File: config.mk
export PLATFORM = sky130hd
export DESIGN_NAME = color_sensor_frequency_sequencer_core_flat
export DESIGN_NICKNAME = d
export VERILOG_FILES = /design/src/hw/rtl/csfs_pkg.sv /design/src/hw/rtl/csfs_in_if.sv /design/src/hw/rtl/csfs_out_if.sv /design/src/hw/rtl/color_sensor_frequency_sequencer_core.sv /design/src/hw/rtl/csfs_controller.sv /design/src/hw/rtl/csfs_datapath.sv /design/src/flat_wrapper.sv
export VERILOG_INCLUDE_DIRS = /design/src /design/src/hw/rtl
export SDC_FILE = /design/constraint.sdc
export NUM_CORES = 1
export LEC_CHECK = 0
export BUFFER_PORTS_ARGS = -buffer_cell sky130_fd_sc_hd__buf_2
export CORE_MARGIN = 5
export CORE_UTILIZATION = 35
export CTS_CLUSTER_DIAMETER = 150
export DETAILED_ROUTE_END_ITERATION = 6
export HOLD_SLACK_MARGIN = 0.1
export PLACE_DENSITY = 0.64
export REMOVE_ABC_BUFFERS = 1
export SYNTH_ARGS = -nofsm -noshare
export SYNTH_HDL_FRONTEND = slang
export SYNTH_SLANG_ARGS = --single-unit
File: constraint.sdc
create_clock -name clk -period 3 [get_ports clk]
set_clock_uncertainty 0.1 [all_clocks]
set_input_delay 0.15 -clock clk [delete_from_list [all_inputs] [get_ports clk]]
set_output_delay 0.15 -clock clk [all_outputs]
set_load 0.1 [all_outputs]
File: src/hw/rtl/color_sensor_frequency_sequencer_core_assert.svh
// Assertion macros shared by the color sensor frequency sequencer RTL.
`ifndef COLOR_SENSOR_FREQUENCY_SEQUENCER_CORE_ASSERT_SVH
`define COLOR_SENSOR_FREQUENCY_SEQUENCER_CORE_ASSERT_SVH

// Same-cycle implication, checked on every rising clock edge outside reset.
`define CSFS_ASSERT_SAME(label, clk, rst_n, lhs, rhs) \
	label: assert property (@(posedge clk) disable iff (!rst_n) (lhs) |-> (rhs)) \
		else $error("csfs same-cycle check failed");

// Next-cycle implication, checked on every rising clock edge outside reset.
`define CSFS_ASSERT_NEXT(label, clk, rst_n, lhs, rhs) \
	label: assert property (@(posedge clk) disable iff (!rst_n) (lhs) |=> (rhs)) \
		else $error("csfs next-cycle check failed");

`endif

File: src/hw/rtl/csfs_pkg.sv
// Shared constants and types of the color sensor frequency sequencer.
package csfs_pkg;

	localparam int TIME_BITS_DEFAULT = 16;
	localparam int CAPTURE_BITS      = 16;
	localparam int VALUE_BITS        = 16;
	localparam int COLOR_BITS        = 2;
	localparam int CFG_BITS          = 32;
	localparam int DIVIDEND_BITS     = 32;

	localparam logic [VALUE_BITS-1:0] SAT_MAX         = 16'hFFFF;
	localparam logic [CFG_BITS-1:0]   REF_CLOCK_RESET = 32'd1000000;

	localparam logic [COLOR_BITS-1:0] COLOR_RED   = 2'd0;
	localparam logic [COLOR_BITS-1:0] COLOR_GREEN = 2'd1;
	localparam logic [COLOR_BITS-1:0] COLOR_BLUE  = 2'd2;

	localparam logic [1:0] PIN_RED   = 2'd0;
	localparam logic [1:0] PIN_BLUE  = 2'd1;
	localparam logic [1:0] PIN_GREEN = 2'd3;

	typedef struct packed {
		logic capture_first;
		logic start_div;
		logic div_step;
		logic commit;
	} csfs_cmd_t;

endpackage

File: src/hw/rtl/csfs_in_if.sv
// Request channel carrying one capture timestamp.
interface csfs_in_if;
	logic                                valid;
	logic                                ready;
	logic [csfs_pkg::CAPTURE_BITS-1:0]   capture_time;

	modport source (output valid, output capture_time, input ready);
	modport sink (input valid, input capture_time, output ready);
endinterface

File: src/hw/rtl/csfs_out_if.sv
// Request channel carrying one color measurement result.
interface csfs_out_if;
	logic                              valid;
	logic                              ready;
	logic [csfs_pkg::COLOR_BITS-1:0]   measured_color;
	logic [csfs_pkg::VALUE_BITS-1:0]   measured_value;
	logic [1:0]                        filter_select;
	logic [csfs_pkg::VALUE_BITS-1:0]   red_value;
	logic [csfs_pkg::VALUE_BITS-1:0]   green_value;
	logic [csfs_pkg::VALUE_BITS-1:0]   blue_value;
	logic                              floor_is_red;

	modport source (output valid, output measured_color, output measured_value,
		output filter_select, output red_value, output green_value, output blue_value,
		output floor_is_red, input ready);
	modport sink (input valid, input measured_color, input measured_value,
		input filter_select, input red_value, input green_value, input blue_value,
		input floor_is_red, output ready);
endinterface

File: src/hw/rtl/color_sensor_frequency_sequencer_core.sv
// Top level of the color sensor frequency sequencer.
//
// The sample channel takes one capture timestamp per request. Captures are
// paired: the first of a pair is stored and returns nothing, the second closes
// a period and produces one request on the result channel.
// The frequency is the reference clock register divided by the period, found
// by a restoring divider that yields one quotient bit per cycle. A closing
// capture starts the division in ST_DIVIDE; ST_FINISH then commits the result
// to the output register, and the block takes the next capture in the same
// cycle as the result appears. An opening capture starts no division and leaves the block ready.
// The result sits in an output register; the block keeps accepting captures
// while it waits there, and only a finished division stalls until the
// receiver takes the previous result.
// cfg_write_en and cfg_write_data load the reference clock register at once.
// Reset clears all stored frequencies and the red flag, restarts the color
// sequence at red, drops any half-finished capture pair and sets the
// reference clock to 1000000.
`include "color_sensor_frequency_sequencer_core_assert.svh"

module color_sensor_frequency_sequencer_core #(
	parameter int TIME_BITS = csfs_pkg::TIME_BITS_DEFAULT
) (
	input  logic                          clk,
	input  logic                          arst_n,
	input  logic                          cfg_write_en,
	input  logic [csfs_pkg::CFG_BITS-1:0] cfg_write_data,
	csfs_in_if.sink                       sample,
	csfs_out_if.source                    result
);

	csfs_pkg::csfs_cmd_t cmd;

	csfs_controller u_ctrl (
		.clk          (clk),
		.arst_n       (arst_n),
		.sample_valid (sample.valid),
		.sample_ready (sample.ready),
		.result_valid (result.valid),
		.result_ready (result.ready),
		.cmd          (cmd)
	);

	csfs_datapath #(
		.TIME_BITS (TIME_BITS)
	) u_dp (
		.clk            (clk),
		.arst_n         (arst_n),
		.cfg_write_en   (cfg_write_en),
		.cfg_write_data (cfg_write_data),
		.capture_time   (sample.capture_time),
		.cmd            (cmd),
		.measured_color (result.measured_color),
		.measured_value (result.measured_value),
		.filter_select  (result.filter_select),
		.red_value      (result.red_value),
		.green_value    (result.green_value),
		.blue_value     (result.blue_value),
		.floor_is_red   (result.floor_is_red)
	);

	`CSFS_ASSERT_SAME(a_no_overwrite, clk, arst_n, cmd.commit, !(result.valid && !result.ready))
	`CSFS_ASSERT_NEXT(a_commit_shows, clk, arst_n, cmd.commit, result.valid)
	`CSFS_ASSERT_SAME(a_busy_no_take, clk, arst_n, cmd.div_step, !sample.ready)
	`CSFS_ASSERT_NEXT(a_start_steps, clk, arst_n, cmd.start_div, cmd.div_step)

endmodule

File: src/hw/rtl/csfs_controller.sv
// Sequencing state machine: pairs captures, runs the divider, hands off results.
module csfs_controller (
	input  logic                clk,
	input  logic                arst_n,
	input  logic                sample_valid,
	output logic                sample_ready,
	output logic                result_valid,
	input  logic                result_ready,
	output csfs_pkg::csfs_cmd_t cmd
);

	localparam int CNT_BITS = $clog2(csfs_pkg::DIVIDEND_BITS);
	localparam logic [CNT_BITS-1:0] CNT_LAST = CNT_BITS'(csfs_pkg::DIVIDEND_BITS - 1);

	typedef enum logic [2:0] {
		ST_IDLE   = 3'b001,
		ST_DIVIDE = 3'b010,
		ST_FINISH = 3'b100
	} state_t;

	state_t              state_q;
	state_t              state_d;
	logic                have_first_q;
	logic [CNT_BITS-1:0] cnt_q;
	logic                out_valid_q;
	logic                accept;
	logic                slot_free;

	assign sample_ready = (state_q == ST_IDLE);
	assign accept       = sample_valid && sample_ready;
	assign slot_free    = !out_valid_q || result_ready;
	assign result_valid = out_valid_q;

	always_comb begin
		state_d = state_q;
		cmd     = '0;
		unique case (state_q)
			ST_IDLE: begin
				if (accept) begin
					if (have_first_q) begin
						cmd.start_div = 1'b1;
						state_d       = ST_DIVIDE;
					end else begin
						cmd.capture_first = 1'b1;
					end
				end
			end
			ST_DIVIDE: begin
				cmd.div_step = 1'b1;
				if (cnt_q == CNT_LAST) begin
					state_d = ST_FINISH;
				end
			end
			ST_FINISH: begin
				if (slot_free) begin
					cmd.commit = 1'b1;
					state_d    = ST_IDLE;
				end
			end
			default: begin
				state_d = ST_IDLE;
			end
		endcase
	end

	always_ff @(posedge clk or negedge arst_n) begin
		if (!arst_n) begin
			state_q      <= ST_IDLE;
			have_first_q <= 1'b0;
			cnt_q        <= '0;
			out_valid_q  <= 1'b0;
		end else begin
			state_q <= state_d;
			if (cmd.capture_first) begin
				have_first_q <= 1'b1;
			end else if (cmd.start_div) begin
				have_first_q <= 1'b0;
			end
			if (cmd.start_div) begin
				cnt_q <= '0;
			end else if (cmd.div_step) begin
				cnt_q <= cnt_q + 1'b1;
			end
			if (cmd.commit) begin
				out_valid_q <= 1'b1;
			end else if (result_ready) begin
				out_valid_q <= 1'b0;
			end
		end
	end

endmodule

File: src/hw/rtl/csfs_datapath.sv
// Period capture, restoring divider, color stores and result register.
module csfs_datapath #(
	parameter int TIME_BITS = csfs_pkg::TIME_BITS_DEFAULT
) (
	input  logic                                clk,
	input  logic                                arst_n,
	input  logic                                cfg_write_en,
	input  logic [csfs_pkg::CFG_BITS-1:0]       cfg_write_data,
	input  logic [csfs_pkg::CAPTURE_BITS-1:0]   capture_time,
	input  csfs_pkg::csfs_cmd_t                 cmd,
	output logic [csfs_pkg::COLOR_BITS-1:0]     measured_color,
	output logic [csfs_pkg::VALUE_BITS-1:0]     measured_value,
	output logic [1:0]                          filter_select,
	output logic [csfs_pkg::VALUE_BITS-1:0]     red_value,
	output logic [csfs_pkg::VALUE_BITS-1:0]     green_value,
	output logic [csfs_pkg::VALUE_BITS-1:0]     blue_value,
	output logic                                floor_is_red
);

	localparam int QB = csfs_pkg::DIVIDEND_BITS;
	localparam int VB = csfs_pkg::VALUE_BITS;
	localparam int CB = csfs_pkg::COLOR_BITS;

	logic [QB-1:0]        cap_ext;
	logic [TIME_BITS-1:0] now_time;
	logic [TIME_BITS-1:0] first_edge_q;
	logic [TIME_BITS-1:0] divisor_q;
	logic [TIME_BITS-1:0] rem_q;
	logic [QB-1:0]        quo_q;
	logic [csfs_pkg::CFG_BITS-1:0] ref_clock_q;
	logic [TIME_BITS:0]   trial;
	logic [TIME_BITS:0]   diff;
	logic                 fits;

	logic [CB-1:0] color_q;
	logic [VB-1:0] red_q;
	logic [VB-1:0] green_q;
	logic [VB-1:0] blue_q;
	logic          flag_q;

	logic [VB-1:0] freq;
	logic [VB-1:0] red_n;
	logic [VB-1:0] green_n;
	logic [VB-1:0] blue_n;
	logic [CB-1:0] color_n;
	logic [CB-1:0] meas_n;
	logic [1:0]    pins_n;
	logic          flag_n;

	logic [CB-1:0] measured_color_q;
	logic [VB-1:0] measured_value_q;
	logic [1:0]    filter_select_q;

	assign cap_ext  = QB'(capture_time);
	assign now_time = cap_ext[TIME_BITS-1:0];

	// One quotient bit per step; a zero divisor yields all ones and so saturates.
	assign trial = {rem_q, quo_q[QB-1]};
	assign diff  = trial - {1'b0, divisor_q};
	assign fits  = (trial >= {1'b0, divisor_q});

	assign freq = (|quo_q[QB-1:VB]) ? csfs_pkg::SAT_MAX : quo_q[VB-1:0];

	always_comb begin
		red_n   = red_q;
		green_n = green_q;
		blue_n  = blue_q;
		unique case (color_q)
			csfs_pkg::COLOR_GREEN: begin
				green_n = freq;
				meas_n  = csfs_pkg::COLOR_GREEN;
				color_n = csfs_pkg::COLOR_BLUE;
				pins_n  = csfs_pkg::PIN_BLUE;
			end
			csfs_pkg::COLOR_BLUE: begin
				blue_n  = freq;
				meas_n  = csfs_pkg::COLOR_BLUE;
				color_n = csfs_pkg::COLOR_RED;
				pins_n  = csfs_pkg::PIN_RED;
			end
			default: begin
				red_n   = freq;
				meas_n  = csfs_pkg::COLOR_RED;
				color_n = csfs_pkg::COLOR_GREEN;
				pins_n  = csfs_pkg::PIN_GREEN;
			end
		endcase
		flag_n = ({1'b0, red_n} >= {green_n, 1'b0}) && ({1'b0, red_n} >= {blue_n, 1'b0});
	end

	always_ff @(posedge clk or negedge arst_n) begin
		if (!arst_n) begin
			ref_clock_q  <= csfs_pkg::REF_CLOCK_RESET;
			first_edge_q <= '0;
			color_q      <= csfs_pkg::COLOR_RED;
			red_q        <= '0;
			green_q      <= '0;
			blue_q       <= '0;
			flag_q       <= 1'b0;
		end else begin
			if (cfg_write_en) begin
				ref_clock_q <= cfg_write_data;
			end
			if (cmd.capture_first) begin
				first_edge_q <= now_time;
			end
			if (cmd.commit) begin
				color_q <= color_n;
				red_q   <= red_n;
				green_q <= green_n;
				blue_q  <= blue_n;
				flag_q  <= flag_n;
			end
		end
	end

	always_ff @(posedge clk) begin
		if (cmd.start_div) begin
			divisor_q <= now_time - first_edge_q;
			rem_q     <= '0;
			quo_q     <= ref_clock_q;
		end else if (cmd.div_step) begin
			rem_q <= fits ? diff[TIME_BITS-1:0] : trial[TIME_BITS-1:0];
			quo_q <= {quo_q[QB-2:0], fits};
		end
		if (cmd.commit) begin
			measured_color_q <= meas_n;
			measured_value_q <= freq;
			filter_select_q  <= pins_n;
		end
	end

	assign measured_color = measured_color_q;
	assign measured_value = measured_value_q;
	assign filter_select  = filter_select_q;
	assign red_value      = red_q;
	assign green_value    = green_q;
	assign blue_value     = blue_q;
	assign floor_is_red   = flag_q;

endmodule
File: src/flat_wrapper.sv
// flat-port wrapper written by rule: the top's interface ports become plain ports
module color_sensor_frequency_sequencer_core_flat 
#(
	parameter int TIME_BITS = csfs_pkg::TIME_BITS_DEFAULT
)
  (clk, arst_n, cfg_write_en, cfg_write_data, sample_valid, sample_capture_time, sample_ready, result_valid, result_measured_color, result_measured_value, result_filter_select, result_red_value, result_green_value, result_blue_value, result_floor_is_red, result_ready);
  csfs_in_if sample_i ();
  csfs_out_if result_i ();
  input  logic clk;
  input  logic arst_n;
  input  logic cfg_write_en;
  input  logic [csfs_pkg::CFG_BITS-1:0] cfg_write_data;
  input wire logic [$bits(sample_i.valid)-1:0] sample_valid;
  input wire logic [$bits(sample_i.capture_time)-1:0] sample_capture_time;
  output wire logic [$bits(sample_i.ready)-1:0] sample_ready;
  output wire logic [$bits(result_i.valid)-1:0] result_valid;
  output wire logic [$bits(result_i.measured_color)-1:0] result_measured_color;
  output wire logic [$bits(result_i.measured_value)-1:0] result_measured_value;
  output wire logic [$bits(result_i.filter_select)-1:0] result_filter_select;
  output wire logic [$bits(result_i.red_value)-1:0] result_red_value;
  output wire logic [$bits(result_i.green_value)-1:0] result_green_value;
  output wire logic [$bits(result_i.blue_value)-1:0] result_blue_value;
  output wire logic [$bits(result_i.floor_is_red)-1:0] result_floor_is_red;
  input wire logic [$bits(result_i.ready)-1:0] result_ready;
  assign sample_i.valid = sample_valid;
  assign sample_i.capture_time = sample_capture_time;
  assign sample_ready = sample_i.ready;
  assign result_valid = result_i.valid;
  assign result_measured_color = result_i.measured_color;
  assign result_measured_value = result_i.measured_value;
  assign result_filter_select = result_i.filter_select;
  assign result_red_value = result_i.red_value;
  assign result_green_value = result_i.green_value;
  assign result_blue_value = result_i.blue_value;
  assign result_floor_is_red = result_i.floor_is_red;
  assign result_i.ready = result_ready;
  color_sensor_frequency_sequencer_core #(.TIME_BITS(TIME_BITS)) u_core (.clk(clk), .arst_n(arst_n), .cfg_write_en(cfg_write_en), .cfg_write_data(cfg_write_data), .sample(sample_i), .result(result_i));
endmodule
; ---- After elaboration in Yosys (flattened, before gate mapping)
; Cells that the tools add are included.
[word_totals]
out_inout_bits = 71
word_cells = 71
ff_bits = 193
input_bits = 53
[classes]
reduce_logical = 10
order_cmp = 3
add_sub_neg = 3
muxes = 28
n_eq_ne = 10
[op_table]
columns = op, count
row1 = 16-bit 2-to-1 mux, 5
row2 = 32-bit 2-to-1 mux, 2
row3 = 16-bit by 17-bit greater-or-equal comparator with 1-bit output, 2
row4 = 16-bit subtractor, 2
row5 = 17-bit by 16-bit greater-or-equal comparator with 1-bit output, 1
row6 = 16-bit OR reduction, 1
row7 = 3-bit 2-to-1 mux, 4
row8 = 2-bit case mux with 2 select lines, 3
row9 = 5-bit 2-to-1 mux, 2
row10 = 1-bit 2-to-1 mux, 9
row11 = 3-bit case mux with 3 select lines, 1
row12 = 2-bit nonzero test, 3
row13 = "5-bit by 1-bit adder with 5-bit output, second input constant", 1
row14 = "5-bit equality test, second input constant", 1
row15 = 2-bit 2-to-1 mux, 2
row16 = "2-bit by 1-bit != test with 1-bit output, second input constant", 2
row17 = "2-bit != test, second input constant", 2
row18 = 4-bit AND reduction, 1
row19 = "3-bit by 1-bit equality test with 1-bit output, second input constant", 1
row20 = "3-bit by 2-bit equality test with 1-bit output, second input constant", 1
row21 = "3-bit equality test, second input constant", 1
row22 = "2-bit by 1-bit equality test with 1-bit output, second input constant", 1
row23 = "2-bit equality test, second input constant", 1
row24 = 1-bit logical AND, 2
row25 = other kinds (3), 3

; ---- Longest topological paths before layout
[depth]
ltp_word = 6
ltp_mapped = 14
depth_no_buf = 13

; ---- Cells and area by module
; Synthesis repeated with hierarchy kept, for this count alone.
[hier_totals]
cells_unflattened = 952
area_unflattened_um2 = 10181.0
[modules_own_cells]
columns = mod, cells_each, area_each_um2, instances
row1 = csfs_datapath, 907, 9660.5, 1
row2 = csfs_controller, 45, 520.5, 1

; ---- Least setup slack after synthesis
; Ideal clock, no wire load.
[synth_path]
kind = register to register
from = register u_core.u_ctrl.state_q[0]
to = register u_core.u_dp.quo_q[0] (enable)
path_buffers = 1
arrival_time_ns = 4.640
path_stages_with_launch = 7
setup_slack_ns = -2.127
synth_period_minus_slack_ns = 5.127
t_required_ns = 2.513
path_cell_list = dfstp_2 > nor3b_1 > nand3_1 > inv_1 > nor2_1 > clkbuf_1 > inv_1
[synth_between]
elab_chain_cells = 5
[synth_rtl]
columns = item, line
row1 = "start, declared", csfs_controller.sv:21  ; state_t state_q;
row2 = "start signal, assigned", csfs_controller.sv:73  ; state_q <= state_d;
row3 = 3-bit by 1-bit equality test with 1-bit output *, csfs_controller.sv:29  ; assign sample_ready = (state_q == ST_IDLE);
row4 = via sample_ready, flat_wrapper.sv:15  ; output wire logic [$bits(sample_i.ready)-1:0] sample_ready;
row5 = 1-bit logical AND, csfs_controller.sv:30  ; assign accept = sample_valid && sample_ready;
row6 = 2-bit 2-to-1 mux, csfs_controller.sv:39  ; if (accept) begin
row7 = 2-bit 2-to-1 mux *, csfs_controller.sv:37  ; unique case (state_q)
row8 = 2-bit nonzero test (no source line) *, --
row9 = "end signal, assigned", csfs_datapath.sv:121  ; quo_q <= ref_clock_q;
row10 = "end signal, assigned", csfs_datapath.sv:124  ; quo_q <= {quo_q[QB-2:0], fits};
row11 = "end, declared", csfs_datapath.sv:29  ; logic [QB-1:0] quo_q;
; The timed path passes the listed nets; every way through them passes the cells marked *.
; A chain may end at the register's enable or synchronous reset.

; ---- Final worst setup path
[layout_path]
from = register u_core.u_dp.quo_q[27]
to = register u_core.u_dp.flag_q (netlist: u_core.u_dp.floor_is_red)
[layout_between]
elab_chain_cells = 5
[layout_rtl]
columns = item, line
row1 = 16-bit OR reduction *, csfs_datapath.sv:62  ; assign freq = (|quo_q[QB-1:VB]) ? csfs_pkg::SAT_MAX : quo_q[VB-1:0];
row2 = 16-bit 2-to-1 mux *, csfs_datapath.sv:62
row3 = 16-bit 2-to-1 mux, csfs_datapath.sv:68  ; unique case (color_q)
row4 = 16-bit by 17-bit greater-or-equal comparator with 1-bit output, csfs_datapath.sv:88  ; flag_n = ({1'b0, red_n} >= {green_n, 1'b0}) && ({1'b0, red_n} >= {blue_n, 1'b0});
row5 = 1-bit logical AND *, csfs_datapath.sv:88
row6 = "end signal, assigned", csfs_datapath.sv:112  ; flag_q <= flag_n;
row7 = "end, declared", csfs_datapath.sv:39  ; logic flag_q;
; Every way passes the cells marked *; elsewhere a longest branch is shown, timed or not.

==> impl_metrics.py <==
metrics = {
    "synth": {
        "synth_compound_area_share_pct": 13.6,
        "post_synth_num_cell_types": 66,
        "ys.flop_type": "dfrtp_1",
        "synthSimpleGateAreaFrac_pct": 16.7,
        "synthMuxAreaShare_pct": 4.11,
        "yosysTopAreaCellShare_pct": 24.9,
        "yosys.area.top_type": "dfrtp_1",
        "syn_area_per_cell_um2": 9.64,
        "netlist_top_cells_count": "236 x nand2_1, 102 x o21ai_0, 101 x dfrtp_1, 68 x edfxtp_1, 68 x inv_1",
        "synth_fa_ha_area_share_pct": 8.64,
        "yosys_warnings": 0,
        "syn_inst": 1052,
        "synth_edf_count": 68,
        "synth_area_um2": 10100,
        "synthTopCellsByArea": "dfrtp_1 25%, edfxtp_1 20%, nand2_1 8.7%, ha_1 8.1%, o21ai_0 5.0%",
        "synth_top_family_by_area": "simple AND/OR/NAND/NOR gates",
        "async_reset_ff_share_pct": 56.5,
        "ys_seq_elements": 193,
        "yosysMostFrequentCell": "nand2_1",
        "ys_seq_area_share_pct": 50.3,
        "synth_xor_area_share_pct": 2.33,
    },
    "cts": {
        "clock_sinks": 193,
        "numCtsBuffers": 17,
        "tritoncts": "yes",
        "htreeDepth": 4,
        "cts-root-buf": "clkbuf_16",
        "clkLatencyLatePin_ns": 0.44,
        "clkTransAtPathRegs_ns": 0.08,
        "cts_buffer_depth": 2,
    },
    "critical_path": {
        "regToRegStartpoint": "u_core.u_dp.quo_q[27]",
        "crit_arrival_ns": 3.44,
        "regToRegSetupSlack_ns": -0.21,
        "cp_slowest_cell": "edfxtp_1",
        "slowest_delay_ns": 0.41,
        "crit_chain": "nor4_2 > buf_4 > nand4_1 > buf_6 > buf_12 > nor2_4 > buf_6 > nand2_4 > o21ai_4 > buf_6 > ha_4 > nor2b_1 > o2111ai_1 > o2111ai_1 > nand2_1 > maj3_2 > o21ai_2 > a221o_1",
        "reg2reg_to": "u_core.u_dp.floor_is_red",
        "cp_max_fo": 6,
        "start_kind": "flip-flop",
        "setup.worst_path.end": "u_core.u_dp.floor_is_red",
        "cpMostUsedCell": "buf_6",
        "critPathKind": "flip-flop to flip-flop",
        "reg2regPathDepth": 18,
        "startpoint": "u_core.u_dp.quo_q[27]",
        "critPathCaptureType": "flip-flop",
        "crit_required_ns": 3.23,
    },
    "routing": {
        "wl_um": 26600,
        "drtAntennaViolNets": 0,
        "drc": 0,
        "drtIter0Drc": 545,
        "wl_per_cell_um": 15.6,
        "dr.pass1.iters": 5,
        "via_per_inst": 4.97,
        "vias": 8483,
    },
    "timing": {
        "timing.fmax_ghz": 0.311,
        "slew_headroom_pct": 41.7,
        "fin_crit_sh_pct": 107,
        "final_max_slew_viol_count": 0,
        "hold_slack_ns": 0.146,
        "worstMarginPinSlew_ns": 0.874,
        "worst_slack_ns": -0.211,
        "hold_violations": 0,
        "rsz0062_at_grt": "yes",
        "finalSetupViolCount": 1,
        "fin_crit_ns": 3.21,
    },
    "finish": {
        "n_antenna_cell": 0,
        "fin_util_pct": 47.2,
        "stdcell_count": 1708,
        "nNetsFinal": 1432,
        "drive_above_1_share_pct": 29.5,
        "syn2layout_area_growth_pct": 33.1,
    },
    "placement": {
        "portBuffers": 123,
        "dp.cells": 1607,
        "dpl.hpwl_um": 18400,
        "pre_cts_ws_ns": -0.345,
        "place_congestion": 0.897,
    },
    "die": {
        "die_h_um": 180,
        "core_area_um2": 28600,
        "rows": 62,
        "die_x_um": 180,
        "dieArea_um2": 32500,
        "start_util_pct": 35.4,
        "io_pins": 124,
    },
    "grt": {
        "antenna_found_initial": 1,
        "grt_usage_pct": 16.0,
        "grt_pass1_wl_um": 43000,
        "grt_pass1_vias": 8392,
        "gr-total-overflow": 0,
        "grt_max_degree": 54,
    },
    "run": {
        "drv_cap": 0,
    },
    "power_and_ir_drop": {
        "ir_drop_mv": 0.381,
        "powerDensity_nw_per_um2": 644,
        "p_leak_nw": 6.16,
        "power.total_mw": 8.70,
    },
    "worst_hold_path": {
        "worstHoldPathType": "input port to asynchronous set/reset pin",
    },
    "run_status": {
        "violations": "setup timing",
        "run_status": "finished, violations left",
    },
}
[kinds of logic (layout without fill, tap and decap cells)]
| logic type | after synthesis | count (layout) |
|---|---|---|
| AOI/OAI and AO/OA | 226 | 226 |
| xor gates and xnor gates | 27 | 27 |
| adders and majority gates | 69 | 69 |
| buffers and inverters | 115 | 387 |
| DFF | 193 | 193 |
| muxes | 37 | 37 |
| and+or+nand+nor | 385 | 385 |
[sequential cells by signal, summed over array words and instances (netlist names), 3 cells and up, named ones only]
name	cells
u_core.u_dp.measured_value	16
u_core.u_ctrl.state_q	3
u_core.u_dp.quo_q	32
u_core.u_ctrl.cnt_q	5
u_core.u_dp.divisor_q	16
u_core.u_dp.blue_value	16
u_core.u_dp.rem_q	16
u_core.u_dp.ref_clock_q	32
u_core.u_dp.red_value	15
u_core.u_dp.first_edge_q	16
u_core.u_dp.green_value	16
[timing repair]
item | 4_1_cts | 5_1_grt
pin swaps | 27 | 33
cloned | 1 | 0
hold endpoints to repair | 157 | 0
endpoints found under the setup margin | 1 | 17
hold buffers | 52 | 0
buffers inserted | 5 | 11
resized for setup | 54 | 43
[routing by layer]
metal / vias to the layer above / part of all wire, % / wire [um] / global-route usage [%]
li1: 4178 / - / - / -
met1: 4071 / 46 / 12300 / 21.5
met2: 189 / 47 / 12500 / 26.2
met3: 43 / 3.8 / 1010 / 2.38
met4: 2 / 2.6 / 701 / 6.26
met5: - / 0.041 / 11 / 0
[layout make-up]
cell class,instances,area [um^2]
multi-input combinational,744,4930
fill,2612,15100
sequential,193,5100
clock buffer,17,425
timing repair buffer,287,2110
tap,384,480
clock inverter,15,196
inverter,68,255
[cell usage in the layout, fill, tap and decap left out, types with 20 or more instances in the layout]
cell / count
o21ai_0: 89
mux2_2: 37
a21oi_1: 36
edfxtp_1: 68
dlygate4sd3_1: 51
xnor2_1: 20
inv_1: 67
buf_2: 122
nor2_1: 48
ha_1: 63
dfrtp_1: 101
nand2_1: 232
buf_4: 99
[report_power, final]
part	total, mW	leakage, nW	switching, mW	internal, mW
registers	3.64	2.08	0.247	3.39
clock network	2.36	0.302	1.21	1.15
logic	2.70	3.78	1.61	1.09
total	8.70	6.16	3.06	5.63
[stage by stage]
step	area, um^2	TNS, ns
final	13500	-0.211
after floorplan	9950	-369.17
after CTS	13200	-0.150
after detailed placement	11800	-0.345
after global placement	11800	-0.320
after global routing	13500	-0.364
[worst min-delay path by stage]
| stage | endpoint | slack [ns] | depth (start not counted) |
|---|---|---|---|
| after floorplan | asynchronous set/reset pin | -0.25 | 0 |
| after global placement | u_core.u_dp.first_edge_q[15] | -0.02 | 1 |
| after detailed placement | u_core.u_dp.first_edge_q[14] | -0.007 | 1 |
| after CTS | u_core.u_dp.first_edge_q[14] | 0.14 | 3 |
| after global routing | u_core.u_dp.first_edge_q[14] | 0.19 | 3 |
| final | u_core.u_dp.first_edge_q[14] | 0.15 | 3 |
[critical path, delay by kind of cell, from the launching register on]
family                   cells  cell delay (ns)
AO/OA/AOI/OAI                5             0.78
AND/OR/NAND/NOR              6             0.74
buffers and inverters        5             0.75
adder cells (fa/ha/maj)      2             0.31
flip-flops                   1             0.41
(Power assumes the default switching activity.)
